### src/design/mfep_pkg.sv
// Package with shared types and codes of the MIDI file event parser.
package mfep_pkg;

  localparam logic [2:0] KIND_CHAN    = 3'd0;
  localparam logic [2:0] KIND_META    = 3'd1;
  localparam logic [2:0] KIND_PAYLOAD = 3'd2;
  localparam logic [2:0] KIND_SYSEX   = 3'd3;
  localparam logic [2:0] KIND_HEADER  = 3'd4;
  localparam logic [2:0] KIND_TRACK   = 3'd5;
  localparam logic [2:0] KIND_ERROR   = 3'd6;
  localparam logic [2:0] KIND_PAST    = 3'd7;

  localparam logic [3:0] ERR_NONE     = 4'd0;
  localparam logic [3:0] ERR_HSIG     = 4'd1;
  localparam logic [3:0] ERR_TSIG     = 4'd2;
  localparam logic [3:0] ERR_VARLEN   = 4'd3;
  localparam logic [3:0] ERR_PASTEND  = 4'd4;
  localparam logic [3:0] ERR_DATA     = 4'd5;
  localparam logic [3:0] ERR_SYSEX    = 4'd6;
  localparam logic [3:0] ERR_LEAD     = 4'd7;
  localparam logic [3:0] ERR_NOSTATUS = 4'd8;

  typedef struct packed {
    logic [7:0] byte_in;
    logic       file_start;
  } mfep_in_t;

  typedef struct packed {
    logic [2:0]  kind;
    logic [31:0] event_time;
    logic [7:0]  command;
    logic [3:0]  channel;
    logic [6:0]  data_first;
    logic [6:0]  data_second;
    logic [47:0] packed_value;
    logic [7:0]  payload_byte;
    logic        payload_last;
    logic [3:0]  error_code;
  } mfep_out_t;

endpackage

### src/design/mfep_if.sv
// Valid/ready stream interface for the parser's channels.
interface mfep_if #(parameter type T = logic) (input logic clk);
  logic valid;
  logic ready;
  T     data;
  modport source (output valid, output data, input ready);
  modport sink (input valid, input data, output ready);
endinterface

### src/design/mfep_core.sv
// Parser state machine: one file byte in, at most one result out per call.
module mfep_core
  import mfep_pkg::*;
(
  input  logic      clk,
  input  logic      rst_n,
  input  logic      step,
  input  mfep_in_t  in_item,
  output logic      res_valid,
  output mfep_out_t res_item
);

  typedef enum logic [4:0] {
    PH_HSIG, PH_HLEN, PH_HWORDS, PH_TSIG, PH_TLEN, PH_DELTA, PH_LEAD,
    PH_DATA1, PH_DATA2, PH_MTYPE, PH_MFIXLEN, PH_MFIXDATA, PH_MLEN,
    PH_PAYLOAD, PH_SKIP, PH_SXLEN, PH_SXDATA
  } phase_t;

  phase_t      phase_r, phase_nxt;
  logic [2:0]  fc_r, fc_nxt;
  logic [15:0] tcount_r, tcount_nxt;
  logic [15:0] tseen_r, tseen_nxt;
  logic [31:0] tleft_r, tleft_nxt;
  logic [31:0] rtime_r, rtime_nxt;
  logic [7:0]  rstat_r, rstat_nxt;
  logic [27:0] vacc_r, vacc_nxt;
  logic [27:0] prem_r, prem_nxt;
  logic [7:0]  mtype_r, mtype_nxt;
  logic [47:0] val_r, val_nxt;
  logic [6:0]  held_r, held_nxt;
  logic        stop_r, stop_nxt;

  function automatic logic [2:0] fix_cnt(input logic [7:0] t);
    case (t)
      8'h00: fix_cnt = 3'd2;
      8'h20, 8'h21: fix_cnt = 3'd1;
      8'h51: fix_cnt = 3'd3;
      8'h54: fix_cnt = 3'd5;
      8'h58: fix_cnt = 3'd4;
      8'h59: fix_cnt = 3'd2;
      default: fix_cnt = 3'd0;
    endcase
  endfunction

  function automatic logic is_fixed(input logic [7:0] t);
    is_fixed = (t == 8'h00) || (t == 8'h20) || (t == 8'h21) || (t == 8'h2F) ||
               (t == 8'h51) || (t == 8'h54) || (t == 8'h58) || (t == 8'h59);
  endfunction

  function automatic logic [7:0] hsig(input logic [1:0] i);
    case (i)
      2'd0: hsig = 8'h4D;
      2'd1: hsig = 8'h54;
      2'd2: hsig = 8'h68;
      default: hsig = 8'h64;
    endcase
  endfunction

  function automatic logic [7:0] tsig(input logic [1:0] i);
    case (i)
      2'd0: tsig = 8'h4D;
      2'd1: tsig = 8'h54;
      2'd2: tsig = 8'h72;
      default: tsig = 8'h6B;
    endcase
  endfunction

  always_comb begin
    logic [7:0]  b;
    logic [27:0] va;
    logic [2:0]  fcv;
    logic [2:0]  cmd;
    logic        vdone, verr, pm;
    phase_t      ph;
    logic [2:0]  fc;
    logic [15:0] tc, ts;
    logic [31:0] tl, rt;
    logic [7:0]  rs, mt;
    logic [27:0] vc, pr;
    logic [47:0] vl;
    logic [6:0]  hd;
    logic        st;
    b = in_item.byte_in;
    ph = phase_r; fc = fc_r; tc = tcount_r; ts = tseen_r; tl = tleft_r;
    rt = rtime_r; rs = rstat_r; vc = vacc_r; pr = prem_r; mt = mtype_r;
    vl = val_r; hd = held_r; st = stop_r;
    if (in_item.file_start) begin
      ph = PH_HSIG; fc = '0; tc = '0; ts = '0; tl = '0; rt = '0; rs = '0;
      vc = '0; pr = '0; mt = '0; vl = '0; hd = '0; st = 1'b0;
    end
    res_valid = 1'b0;
    res_item = '0;
    // Shared varlen step on the current byte.
    va = {vc[20:0], b[6:0]};
    fcv = fc + 3'd1;
    vdone = !b[7];
    verr = b[7] && (fcv >= 3'd4);
    cmd = rs[6:4];
    pm = ((mt >= 8'h01) && (mt <= 8'h07)) || (mt == 8'h7F);

    phase_nxt = ph; fc_nxt = fc; tcount_nxt = tc; tseen_nxt = ts;
    tleft_nxt = tl; rtime_nxt = rt; rstat_nxt = rs; vacc_nxt = vc;
    prem_nxt = pr; mtype_nxt = mt; val_nxt = vl; held_nxt = hd;
    stop_nxt = st;

    if (!st) begin
      unique case (ph)
        PH_HSIG: begin
          if (b != hsig(fc[1:0])) begin
            res_valid = 1'b1; res_item.kind = KIND_ERROR;
            res_item.error_code = ERR_HSIG; stop_nxt = 1'b1;
          end else if (fcv >= 3'd4) begin
            fc_nxt = '0; phase_nxt = PH_HLEN;
          end else fc_nxt = fcv;
        end
        PH_HLEN: begin
          if (fcv >= 3'd4) begin
            fc_nxt = '0; val_nxt = '0; phase_nxt = PH_HWORDS;
          end else fc_nxt = fcv;
        end
        PH_HWORDS: begin
          val_nxt = {vl[39:0], b};
          if (fc == 3'd2 || fc == 3'd3) tcount_nxt = {tc[7:0], b};
          fc_nxt = fcv;
          if (fcv >= 3'd6) begin
            res_valid = 1'b1; res_item.kind = KIND_HEADER;
            res_item.packed_value = {vl[39:0], b};
            fc_nxt = '0; tseen_nxt = '0; phase_nxt = PH_TSIG;
          end
        end
        PH_TSIG: begin
          if (b != tsig(fc[1:0])) begin
            res_valid = 1'b1; res_item.kind = KIND_ERROR;
            res_item.error_code = ERR_TSIG; stop_nxt = 1'b1;
          end else if (fcv >= 3'd4) begin
            fc_nxt = '0;
            if ({1'b0, ts} + 17'd1 > {1'b0, tc}) begin
              res_valid = 1'b1; res_item.kind = KIND_PAST; stop_nxt = 1'b1;
            end else begin
              tseen_nxt = ts + 16'd1; tleft_nxt = '0; phase_nxt = PH_TLEN;
            end
          end else fc_nxt = fcv;
        end
        PH_TLEN: begin
          tleft_nxt = {tl[23:0], b};
          fc_nxt = fcv;
          if (fcv >= 3'd4) begin
            res_valid = 1'b1; res_item.kind = KIND_TRACK;
            res_item.packed_value = {16'd0, tl[23:0], b};
            rtime_nxt = '0; rstat_nxt = '0;
            fc_nxt = '0; vacc_nxt = '0; phase_nxt = PH_DELTA;
          end
        end
        default: begin
          if (tl == 32'd0) begin
            res_valid = 1'b1; res_item.kind = KIND_ERROR;
            res_item.error_code = ERR_PASTEND; stop_nxt = 1'b1;
          end else begin
            tleft_nxt = tl - 32'd1;
            res_item.event_time = rt;
            case (ph)
              PH_DELTA, PH_MLEN, PH_SXLEN: begin
                vacc_nxt = va; fc_nxt = fcv;
                if (verr) begin
                  res_valid = 1'b1; res_item = '0; res_item.kind = KIND_ERROR;
                  res_item.error_code = ERR_VARLEN; stop_nxt = 1'b1;
                end else if (vdone) begin
                  if (ph == PH_DELTA) begin
                    rtime_nxt = rt + {4'd0, va}; phase_nxt = PH_LEAD;
                  end else if (ph == PH_MLEN) begin
                    if (va == 28'd0) begin
                      fc_nxt = '0; vacc_nxt = '0; phase_nxt = PH_DELTA;
                      if (pm) begin
                        res_valid = 1'b1; res_item.kind = KIND_META;
                        res_item.command = mt; val_nxt = '0;
                        if (mt == 8'h2F) phase_nxt = PH_TSIG;
                      end
                    end else begin
                      prem_nxt = va;
                      phase_nxt = pm ? PH_PAYLOAD : PH_SKIP;
                    end
                  end else begin
                    if (va == 28'd0) begin
                      res_valid = 1'b1; res_item = '0; res_item.kind = KIND_ERROR;
                      res_item.error_code = ERR_SYSEX; stop_nxt = 1'b1;
                    end else begin
                      prem_nxt = va; phase_nxt = PH_SXDATA;
                    end
                  end
                end
              end
              PH_LEAD: begin
                if (!b[7]) begin
                  if (rs == 8'd0) begin
                    res_valid = 1'b1; res_item = '0; res_item.kind = KIND_ERROR;
                    res_item.error_code = ERR_NOSTATUS; stop_nxt = 1'b1;
                  end else begin
                    held_nxt = b[6:0];
                    if (cmd == 3'd4 || cmd == 3'd5) begin
                      res_valid = 1'b1; res_item.kind = KIND_CHAN;
                      res_item.command = {5'd0, cmd};
                      res_item.channel = rs[3:0]; res_item.data_first = b[6:0];
                      fc_nxt = '0; vacc_nxt = '0; phase_nxt = PH_DELTA;
                    end else phase_nxt = PH_DATA2;
                  end
                end else if (b < 8'hF0) begin
                  rstat_nxt = b; phase_nxt = PH_DATA1;
                end else if (b == 8'hFF) begin
                  phase_nxt = PH_MTYPE;
                end else if (b == 8'hF0) begin
                  fc_nxt = '0; vacc_nxt = '0; phase_nxt = PH_SXLEN;
                end else begin
                  res_valid = 1'b1; res_item = '0; res_item.kind = KIND_ERROR;
                  res_item.error_code = ERR_LEAD; stop_nxt = 1'b1;
                end
              end
              PH_DATA1, PH_DATA2: begin
                if (b[7]) begin
                  res_valid = 1'b1; res_item = '0; res_item.kind = KIND_ERROR;
                  res_item.error_code = ERR_DATA; stop_nxt = 1'b1;
                end else if (ph == PH_DATA1 && !(cmd == 3'd4 || cmd == 3'd5)) begin
                  held_nxt = b[6:0]; phase_nxt = PH_DATA2;
                end else begin
                  res_valid = 1'b1; res_item.kind = KIND_CHAN;
                  res_item.channel = rs[3:0];
                  if (ph == PH_DATA1) begin
                    held_nxt = b[6:0];
                    res_item.data_first = b[6:0];
                    res_item.command = {5'd0, cmd};
                  end else begin
                    res_item.data_first = hd; res_item.data_second = b[6:0];
                    res_item.command = (cmd == 3'd1 && b[6:0] == 7'd0) ?
                                       8'd0 : {5'd0, cmd};
                  end
                  fc_nxt = '0; vacc_nxt = '0; phase_nxt = PH_DELTA;
                end
              end
              PH_MTYPE: begin
                mtype_nxt = b;
                if (is_fixed(b)) phase_nxt = PH_MFIXLEN;
                else begin
                  fc_nxt = '0; vacc_nxt = '0; phase_nxt = PH_MLEN;
                end
              end
              PH_MFIXLEN: begin
                val_nxt = '0; fc_nxt = '0;
                if (fix_cnt(mt) == 3'd0) begin
                  res_valid = 1'b1; res_item.kind = KIND_META;
                  res_item.command = mt;
                  if (mt == 8'h2F) phase_nxt = PH_TSIG;
                  else phase_nxt = PH_DELTA;
                  vacc_nxt = (mt == 8'h2F) ? vc : 28'd0;
                end else phase_nxt = PH_MFIXDATA;
              end
              PH_MFIXDATA: begin
                val_nxt = {vl[39:0], b}; fc_nxt = fcv;
                if (fcv >= fix_cnt(mt)) begin
                  res_valid = 1'b1; res_item.kind = KIND_META;
                  res_item.command = mt; res_item.packed_value = {vl[39:0], b};
                  fc_nxt = '0; vacc_nxt = '0; phase_nxt = PH_DELTA;
                end
              end
              PH_PAYLOAD, PH_SKIP: begin
                if (ph == PH_PAYLOAD) begin
                  res_valid = 1'b1; res_item.kind = KIND_PAYLOAD;
                  res_item.command = mt; res_item.payload_byte = b;
                  res_item.payload_last = (pr <= 28'd1);
                end
                if (pr <= 28'd1) begin
                  fc_nxt = '0; vacc_nxt = '0; phase_nxt = PH_DELTA;
                end else prem_nxt = pr - 28'd1;
              end
              PH_SXDATA: begin
                if (pr <= 28'd1) begin
                  if (b == 8'hF7) begin
                    res_valid = 1'b1; res_item.kind = KIND_SYSEX;
                    res_item.command = 8'hF0; res_item.payload_byte = 8'hF7;
                    res_item.payload_last = 1'b1;
                    fc_nxt = '0; vacc_nxt = '0; phase_nxt = PH_DELTA;
                  end else begin
                    res_valid = 1'b1; res_item = '0; res_item.kind = KIND_ERROR;
                    res_item.error_code = ERR_SYSEX; stop_nxt = 1'b1;
                  end
                end else begin
                  res_valid = 1'b1; res_item.kind = KIND_PAYLOAD;
                  res_item.command = 8'hF0; res_item.payload_byte = b;
                  prem_nxt = pr - 28'd1;
                end
              end
              default: ;
            endcase
          end
        end
      endcase
    end
    if (res_item.kind == KIND_CHAN || res_item.kind == KIND_META ||
        res_item.kind == KIND_PAYLOAD || res_item.kind == KIND_SYSEX)
      res_item.event_time = rt;
    else
      res_item.event_time = '0;
  end

  always_ff @(posedge clk) begin
    if (!rst_n) begin
      phase_r <= PH_HSIG; fc_r <= '0; tcount_r <= '0; tseen_r <= '0;
      tleft_r <= '0; rtime_r <= '0; rstat_r <= '0; vacc_r <= '0;
      prem_r <= '0; mtype_r <= '0; val_r <= '0; held_r <= '0; stop_r <= 1'b0;
    end else if (step) begin
      phase_r <= phase_nxt; fc_r <= fc_nxt; tcount_r <= tcount_nxt;
      tseen_r <= tseen_nxt; tleft_r <= tleft_nxt; rtime_r <= rtime_nxt;
      rstat_r <= rstat_nxt; vacc_r <= vacc_nxt; prem_r <= prem_nxt;
      mtype_r <= mtype_nxt; val_r <= val_nxt; held_r <= held_nxt;
      stop_r <= stop_nxt;
    end
  end

endmodule

### src/design/midi_file_event_parser_unit.sv
// Top level of the MIDI file event parser: input register, parser, result register.
//
//   channel | dir | payload                          | handshake
//   in_     | in  | byte_in, file_start              | valid/ready
//   out_    | out | kind .. error_code (mfep_out_t)  | valid/ready
//
// The parser takes one byte per cycle while the result register is not stalled.
// A request is registered in the input register, parsed by the core when the
// parser stage advances, and its result (if any) is written into the result
// register, from which the out_ channel offers it.
// Reset (rst_n low, synchronous) empties both registers and puts the parser
// at the first header signature byte.
// A stalled result holds the parser stage; the input register still takes a
// request while it is empty or moving on.
module midi_file_event_parser_unit
  import mfep_pkg::*;
(
  input logic clk,
  input logic rst_n,
  mfep_if.sink   in_ch,
  mfep_if.source out_ch
);

  mfep_in_t  in_r;
  logic      in_v_r;
  mfep_out_t out_r;
  logic      out_v_r;
  logic      res_valid;
  mfep_out_t res_item;
  logic      step;

  // The parser stage advances when the result register can take its result.
  assign step = in_v_r && (!out_v_r || out_ch.ready);
  assign in_ch.ready = !in_v_r || step;

  mfep_core u_core (
    .clk      (clk),
    .rst_n    (rst_n),
    .step     (step),
    .in_item  (in_r),
    .res_valid(res_valid),
    .res_item (res_item)
  );

  always_ff @(posedge clk) begin
    if (!rst_n) begin
      in_v_r  <= 1'b0;
      out_v_r <= 1'b0;
    end else begin
      if (in_ch.ready) in_v_r <= in_ch.valid;
      if (step) out_v_r <= res_valid;
      else if (out_ch.ready) out_v_r <= 1'b0;
    end
    if (in_ch.ready && in_ch.valid) in_r <= in_ch.data;
    if (step && res_valid) out_r <= res_item;
  end

  assign out_ch.valid = out_v_r;
  assign out_ch.data  = out_r;

endmodule

### src/flat_wrapper.sv
// flat-port wrapper written by rule: the top's interface ports become plain ports
module midi_file_event_parser_unit_flat import mfep_pkg::*;
  (clk, rst_n, in_ch_valid, in_ch_data, in_ch_ready, out_ch_valid, out_ch_data, out_ch_ready);
  mfep_if #(.T(mfep_in_t)) in_ch_i (.clk(clk));
  mfep_if #(.T(mfep_out_t)) out_ch_i (.clk(clk));
  input logic clk;
  input logic rst_n;
  input wire logic [$bits(in_ch_i.valid)-1:0] in_ch_valid;
  input wire logic [$bits(in_ch_i.data)-1:0] in_ch_data;
  output wire logic [$bits(in_ch_i.ready)-1:0] in_ch_ready;
  output wire logic [$bits(out_ch_i.valid)-1:0] out_ch_valid;
  output wire logic [$bits(out_ch_i.data)-1:0] out_ch_data;
  input wire logic [$bits(out_ch_i.ready)-1:0] out_ch_ready;
  assign in_ch_i.valid = in_ch_valid;
  assign in_ch_i.data = in_ch_data;
  assign in_ch_ready = in_ch_i.ready;
  assign out_ch_valid = out_ch_i.valid;
  assign out_ch_data = out_ch_i.data;
  assign out_ch_i.ready = out_ch_ready;
  midi_file_event_parser_unit u_core (.clk(clk), .rst_n(rst_n), .in_ch(in_ch_i), .out_ch(out_ch_i));
endmodule
### config.mk
export PLATFORM = sky130hd
export DESIGN_NAME = midi_file_event_parser_unit_flat
export DESIGN_NICKNAME = d
export VERILOG_FILES = /design/src/design/mfep_pkg.sv /design/src/design/mfep_if.sv /design/src/design/mfep_core.sv /design/src/design/midi_file_event_parser_unit.sv /design/src/flat_wrapper.sv
export SDC_FILE = /design/constraint.sdc
export NUM_CORES = 1
export LEC_CHECK = 0
export BUFFER_PORTS_ARGS = -buffer_cell sky130_fd_sc_hd__buf_2
export CAP_MARGIN = 15
export CORE_ASPECT_RATIO = 1.2
export CORE_MARGIN = 3
export CORE_UTILIZATION = 35
export CTS_BUF_LIST = sky130_fd_sc_hd__clkbuf_16
export CTS_CLUSTER_DIAMETER = 60
export CTS_CLUSTER_SIZE = 16
export DETAILED_ROUTE_END_ITERATION = 8
export GPL_ROUTABILITY_DRIVEN = 1
export PLACE_DENSITY = 0.52
export SETUP_SLACK_MARGIN = 0.5
export SLEW_MARGIN = 20
export SYNTH_ARGS = -nofsm -noshare
export SYNTH_HDL_FRONTEND = slang
export SYNTH_SLANG_ARGS = --single-unit
export TNS_END_PERCENT = 30
### constraint.sdc
create_clock -name clk -period 26.2 [get_ports clk]
set_input_delay 7.86 -clock clk [delete_from_list [all_inputs] [get_ports clk]]
set_output_delay 7.86 -clock clk [all_outputs]
set_load 0.05 [all_outputs]
### Yosys cells after proc, flatten, opt, wreduce, memory -nomap -nowiden

Cells that the tools add are included.

| operators by class | value |
|---|---|
| reduce and logical (&&, ||, !) cells | 50 |
| magnitude comparators | 8 |
| equal/unequal tests | 46 |
| mux-type cells | 293 |
| add/sub/neg operators | 6 |

Operators with widths:

| kind | number |
|---|---|
| $mux 122 | 9 |
| $mux 28 | 33 |
| $mux 32 | 20 |
| $mux 48 | 12 |
| $pmux 48 s3 | 3 |
| $pmux 28 s8 | 1 |
| $mux 8 | 25 |
| $pmux 48 s4 | 1 |
| $mux 16 | 10 |
| $mux 3 | 52 |
| $mux 5 | 28 |
| $pmux 32 s4 | 1 |
| $mux 115 | 1 |
| $pmux 28 s2 | 2 |
| $pmux 32 s3 | 1 |
| $mux 79 | 1 |
| $eq 8x7->1 const B | 9 |
| $mux 7 | 10 |
| $pmux 32 s2 | 1 |
| $mux 58 | 1 |
| $pmux 8 s7 | 1 |
| $pmux 18 s3 | 1 |
| $eq 8x6->1 const B | 6 |
| $mux 1 | 45 |
| other kinds (63) | 129 |

| word-level totals | value |
|---|---|
| flip-flop bits (word level) | 365 |
| word-level logic and storage cells | 430 |
| output and inout port bits | 124 |
| input port bits | 13 |

### Logic depth before layout (Yosys ltp)

| logic depth | value |
|---|---|
| word-level depth | 18 |
| gate-level depth with buffers | 29 |
| gate-level depth less buffers | 19 |

### By module

A second synthesis with hierarchy kept.

| second synthesis, totals | value |
|---|---|
| cell total of the unflattened synthesis | 2552 |
| area, all modules | 21100.2 um^2 |

By module, submodules not included:

| module | cells each | instances | area an instance (um^2) | seq. area each (um^2) |
|---|---|---|---|---|
| mfep_core | 2408 | 1 | 17053.9 | 4344.2 |
| midi_file_event_parser_unit | 144 | 1 | 4046.4 | 3973.8 |

### Worst setup path after synthesis

Ideal clock, no wire load.

| path | value |
|---|---|
| path kind | in2out |
| from | input port out_ch_ready |
| to | output port in_ch_ready |
| stages on the path | 2 |
| data arrival time | 8.409 ns |
| slack | 9.931 ns |
| path buffers | 0 |
| required time | 18.340 ns |
| cells stage by stage | nor2b_1 > nand2_1 |

| on the way | value |
|---|---|
| cells in the longest elaborated chain, start to end | 3 |

Ends and longest elaborated chain:

| element | line | source |
|---|---|---|
| from (decl) | flat_wrapper.sv:13 | `input wire logic [$bits(out_ch_i.ready)-1:0] out_ch_ready;` |
| $logic_or 1x1->1 | midi_file_event_parser_unit.sv:33 | `assign step = in_v_r && (!out_v_r \|\| out_ch.ready);` |
| $logic_and 1x1->1 | midi_file_event_parser_unit.sv:33 |  |
| $logic_or 1x1->1 | midi_file_event_parser_unit.sv:34 | `assign in_ch.ready = !in_v_r \|\| step;` |
| to (decl) | flat_wrapper.sv:10 | `output wire logic [$bits(in_ch_i.ready)-1:0] in_ch_ready;` |

No other way between the ends.

### Final worst setup path

Ends and elaborated chain as after synthesis.

==> flow_summary.json <==
{
  "hold_path_class": "register to register",
  "dr_total_vias": 20410,
  "finish.instance_area_sq_um": 23840,
  "clock.fmax_mhz": 60.74,
  "cp_common_cell": "buf_2",
  "synth_fp_nets": 2624,
  "crit_fanout": 5,
  "required_ns": 18.34,
  "grt_pass1_vias": 19980,
  "end_kind": "primary output",
  "utilization_pct": 39.76,
  "setup_viol": 0,
  "cts-root-buf": "clkbuf_16",
  "core_sq_um": 59960,
  "synth_area_sq_um": 21330,
  "async_flop_share_pct": 0,
  "period_share_pct": 62.84,
  "slew_headroom_pct": 22.64,
  "antenna_found_initial": 1,
  "hold_viol_final": 0,
  "cp_slowest_stage_delay_ns": 0.30,
  "fillers": 6080,
  "place_congestion": 0.9532,
  "htree_num_levels": 2,
  "drv_cap": 0,
  "synthCells": 2553,
  "status": "complete, no violations",
  "grt_pass1_wl_um": 121600,
  "row_count": 98,
  "clk_path_buf_depth": 3,
  "clkSlewWorstSetupHoldPaths_ns": 0.07,
  "grt.total_usage_pct": 24.07,
  "worstSkewPairLatency_ns": 0.58,
  "synth.distinct_cells": 103,
  "drive_above_1_share_pct": 11.20,
  "initial_core_util_pct": 35.57,
  "antenna_left": 0,
  "grt-ovfl-total": 0,
  "die_y_um": 276.4,
  "postCtsSetupRepairBufs": 0,
  "dr.pass1.iters": 9,
  "io_buffer_count": 136,
  "wl_per_cell_um": 23.21,
  "drv_slew": 0,
  "crit_family": "simple AND/OR/NAND/NOR gates",
  "fin_setup_tns_ns": 0,
  "clock_sinks": 350,
  "cts_hold_buf": 0,
  "numCtsBuffers": 36,
  "io_pins": 137,
  "wirelength_um": 79520,
  "start_kind": "primary input",
  "synth-seq-area-share_pct": 39.00,
  "dp.final_hpwl_um": 54700,
  "cellLeakagePower_uw": 0.008486,
  "rsz0062_at_grt": "no",
  "placed_area_sq_um": 22670,
  "skew_ns": 0.02629,
  "ir_worst_vdd_mv": 0.04063,
  "synthToLayoutAreaGrowth_pct": 11.79,
  "p_per_area_nw_per_um2": 52.81,
  "avgViaCountPerCell": 5.958,
  "fp.dieW_um": 231.3,
  "worstSetupPathType": "primary input to primary output",
  "yosysWarnings": 0,
  "cts_tree": "yes",
  "cp.arrival_ns": 8.60,
  "ctsResizeCount": 0,
  "synthFlopType": "dfxtp_1",
  "place_inst": 3358,
  "dieArea_sq_um": 63950,
  "ys_seq_elements": 350,
  "fin_crit_ns": 16.46,
  "drt_iter0_drc": 1907,
  "cp_num_buf_inv": 2,
  "worstPathCellList": "buf_2 > nor2b_1 > nand2_1 > buf_2",
  "synth_edf_count": 131,
  "drc": 0,
  "crit_slowest_cell": "nor2b_1",
  "stdcell_count": 3426,
  "grt_max_degree": 90,
  "nets": 2668,
  "syn-mean-instance-area_sq_um": 8.354,
  "tightestPinTransition_ns": 1.157
}
==> cell type report <==
cell class	instances	area (sq um)	area share (%)
flip-flops and latches	350	8318	34.89
clock buffers	38	950.9	3.988
inverters	49	183.9	0.7714
multi-input cells	1976	12140	50.90
well taps	800	1001	4.198
clock inverters	28	186.4	0.7819
diodes	1	2.502	0.01050
repair buffers	184	1064	4.461
==> cell usage after synthesis (all sizes together), types with 13 or more instances <==
cell type	count	area share, %
a211oi	16	0.59
a21boi	21	0.76
a21o	23	0.84
a21oi	195	4.6
a22oi	152	5.4
a31oi	38	1.1
and2	68	2.0
and3	24	0.70
buf	53	1.3
clkbuf	125	2.2
dfxtp	219	21
edfxtp	131	18
ha	57	3.3
inv	48	0.84
nand2	254	4.5
nand2b	21	0.62
nand3	68	1.6
nand4	20	0.62
nor2	222	4.0
nor2b	146	4.3
nor3	68	1.7
nor4	26	0.92
o211ai	26	0.98
o21ai	200	4.7
o22a	21	0.86
o22ai	14	0.41
o31ai	21	0.85
or3	13	0.38
xnor2	32	1.3
xor2	26	1.1
==> metrics by stage <==
stage | power, uW | setup slack (ns) | hold WS [ns]
after floorplan | 709.6 | 9.931 | 0.4167
after global placement | 753.7 | 9.763 | 0.4309
after detailed placement | 755.9 | 9.733 | 0.4477
after CTS | 1271 | 9.729 | 0.4648
after global routing | 1304 | 9.684 | 0.5009
final | 1259 | 9.735 | 0.4643
==> layout by cell type (no fill, tap or decap), drive strengths merged, types with 16 or more instances in the layout <==
cell / n
xnor2: 32
nand2: 254
o22a: 21
edfxtp: 131
inv: 68
o31ai: 21
a21oi: 195
ha: 57
buf: 184
nor2b: 146
clkbuf: 38
and3: 24
nor4: 26
dfxtp: 219
a211oi: 16
a31oi: 38
nor2: 222
nor3: 68
o21ai: 200
and2: 68
o211ai: 26
nand4: 20
xor2: 26
nand2b: 21
nand3: 68
a22oi: 152
a21o: 23
a21boi: 21
==> power by group <==
part	switching (uW)	internal, uW	leakage, uW
clock	243	270	0.000599
sequential	12.9	579	0.00305
combinational	116	38.3	0.00484
==> cells by family after synthesis <==
family | count (synthesis) | share of synthesized area [%]
flip-flops | 350 | 39.00
XOR/XNOR | 58 | 2.382
AND/OR/NAND/NOR | 978 | 23.19
AO/OA/AOI/OAI | 872 | 27.14
adder cells (fa/ha/maj) | 59 | 3.485
multiplexers | 9 | 0.4224
buffers and inverters | 227 | 4.382
==> flip-flops by register name, summed over array words and instances (netlist names), 5 cells and up <==
register                flops
u_core.out_ch.data        122
u_core.u_core.tseen_r      16
u_core.u_core.mtype_r       8
u_core.u_core.rstat_r       8
u_core.u_core.prem_r       28
u_core.in_r                 9
u_core.u_core.tcount_r     16
u_core.u_core.held_r        7
u_core.u_core.rtime_r      32
u_core.u_core.vacc_r       21
u_core.u_core.phase_r       5
u_core.u_core.tleft_r      32
u_core.u_core.val_r        40
==> worst paths after layout <==
path / start / end / slack [ns] / cells after the start
hold reg to reg: u_core.u_core.held_r[6]$_SDFFE_PN0P_ / u_core.u_core.held_r[6]$_SDFFE_PN0P_ / 0.46 / 2
hold / removal: u_core.u_core.held_r[6]$_SDFFE_PN0P_ / u_core.u_core.held_r[6]$_SDFFE_PN0P_ / 0.46 / 2
setup / recovery: out_ch_ready / in_ch_ready / 9.74 / 4
setup reg to reg: u_core.in_r[0]$_DFFE_PP_ / u_core.out_ch.data[89]$_SDFFCE_PN0P_ / 18.81 / 20
==> worst reg2reg max path, stage by stage, from the launching register on <==
cell	delay, ns
edfxtp_1	0.38
buf_4	0.30
buf_4	0.40
inv_2	0.47
nand2_1	0.24
nor3_1	0.47
and4_1	0.35
and3_1	0.28
nand3_1	0.13
xor2_1	0.15
nor2_1	0.09
ha_1	0.33
nand2_1	0.07
nor4_1	0.31
a22oi_1	0.12
a31oi_1	0.41
or2_2	0.24
a31oi_1	0.27
a21oi_4	0.67
buf_4	0.56
buf_4	0.74
==> per-layer routing <==
metal | routed length (um) | GRT usage, % | part of all wire (%) | up-vias
met1 | 32050 | 29.17 | 40 | 9960
met4 | 4047 | 11.76 | 5.1 | 0
li1 | - | - | - | 9556
met5 | 0 | 0 | 0 | -
met3 | 4081 | 2.999 | 5.1 | 175
met2 | 39340 | 41.95 | 49 | 722
(Power assumes the default switching activity.)
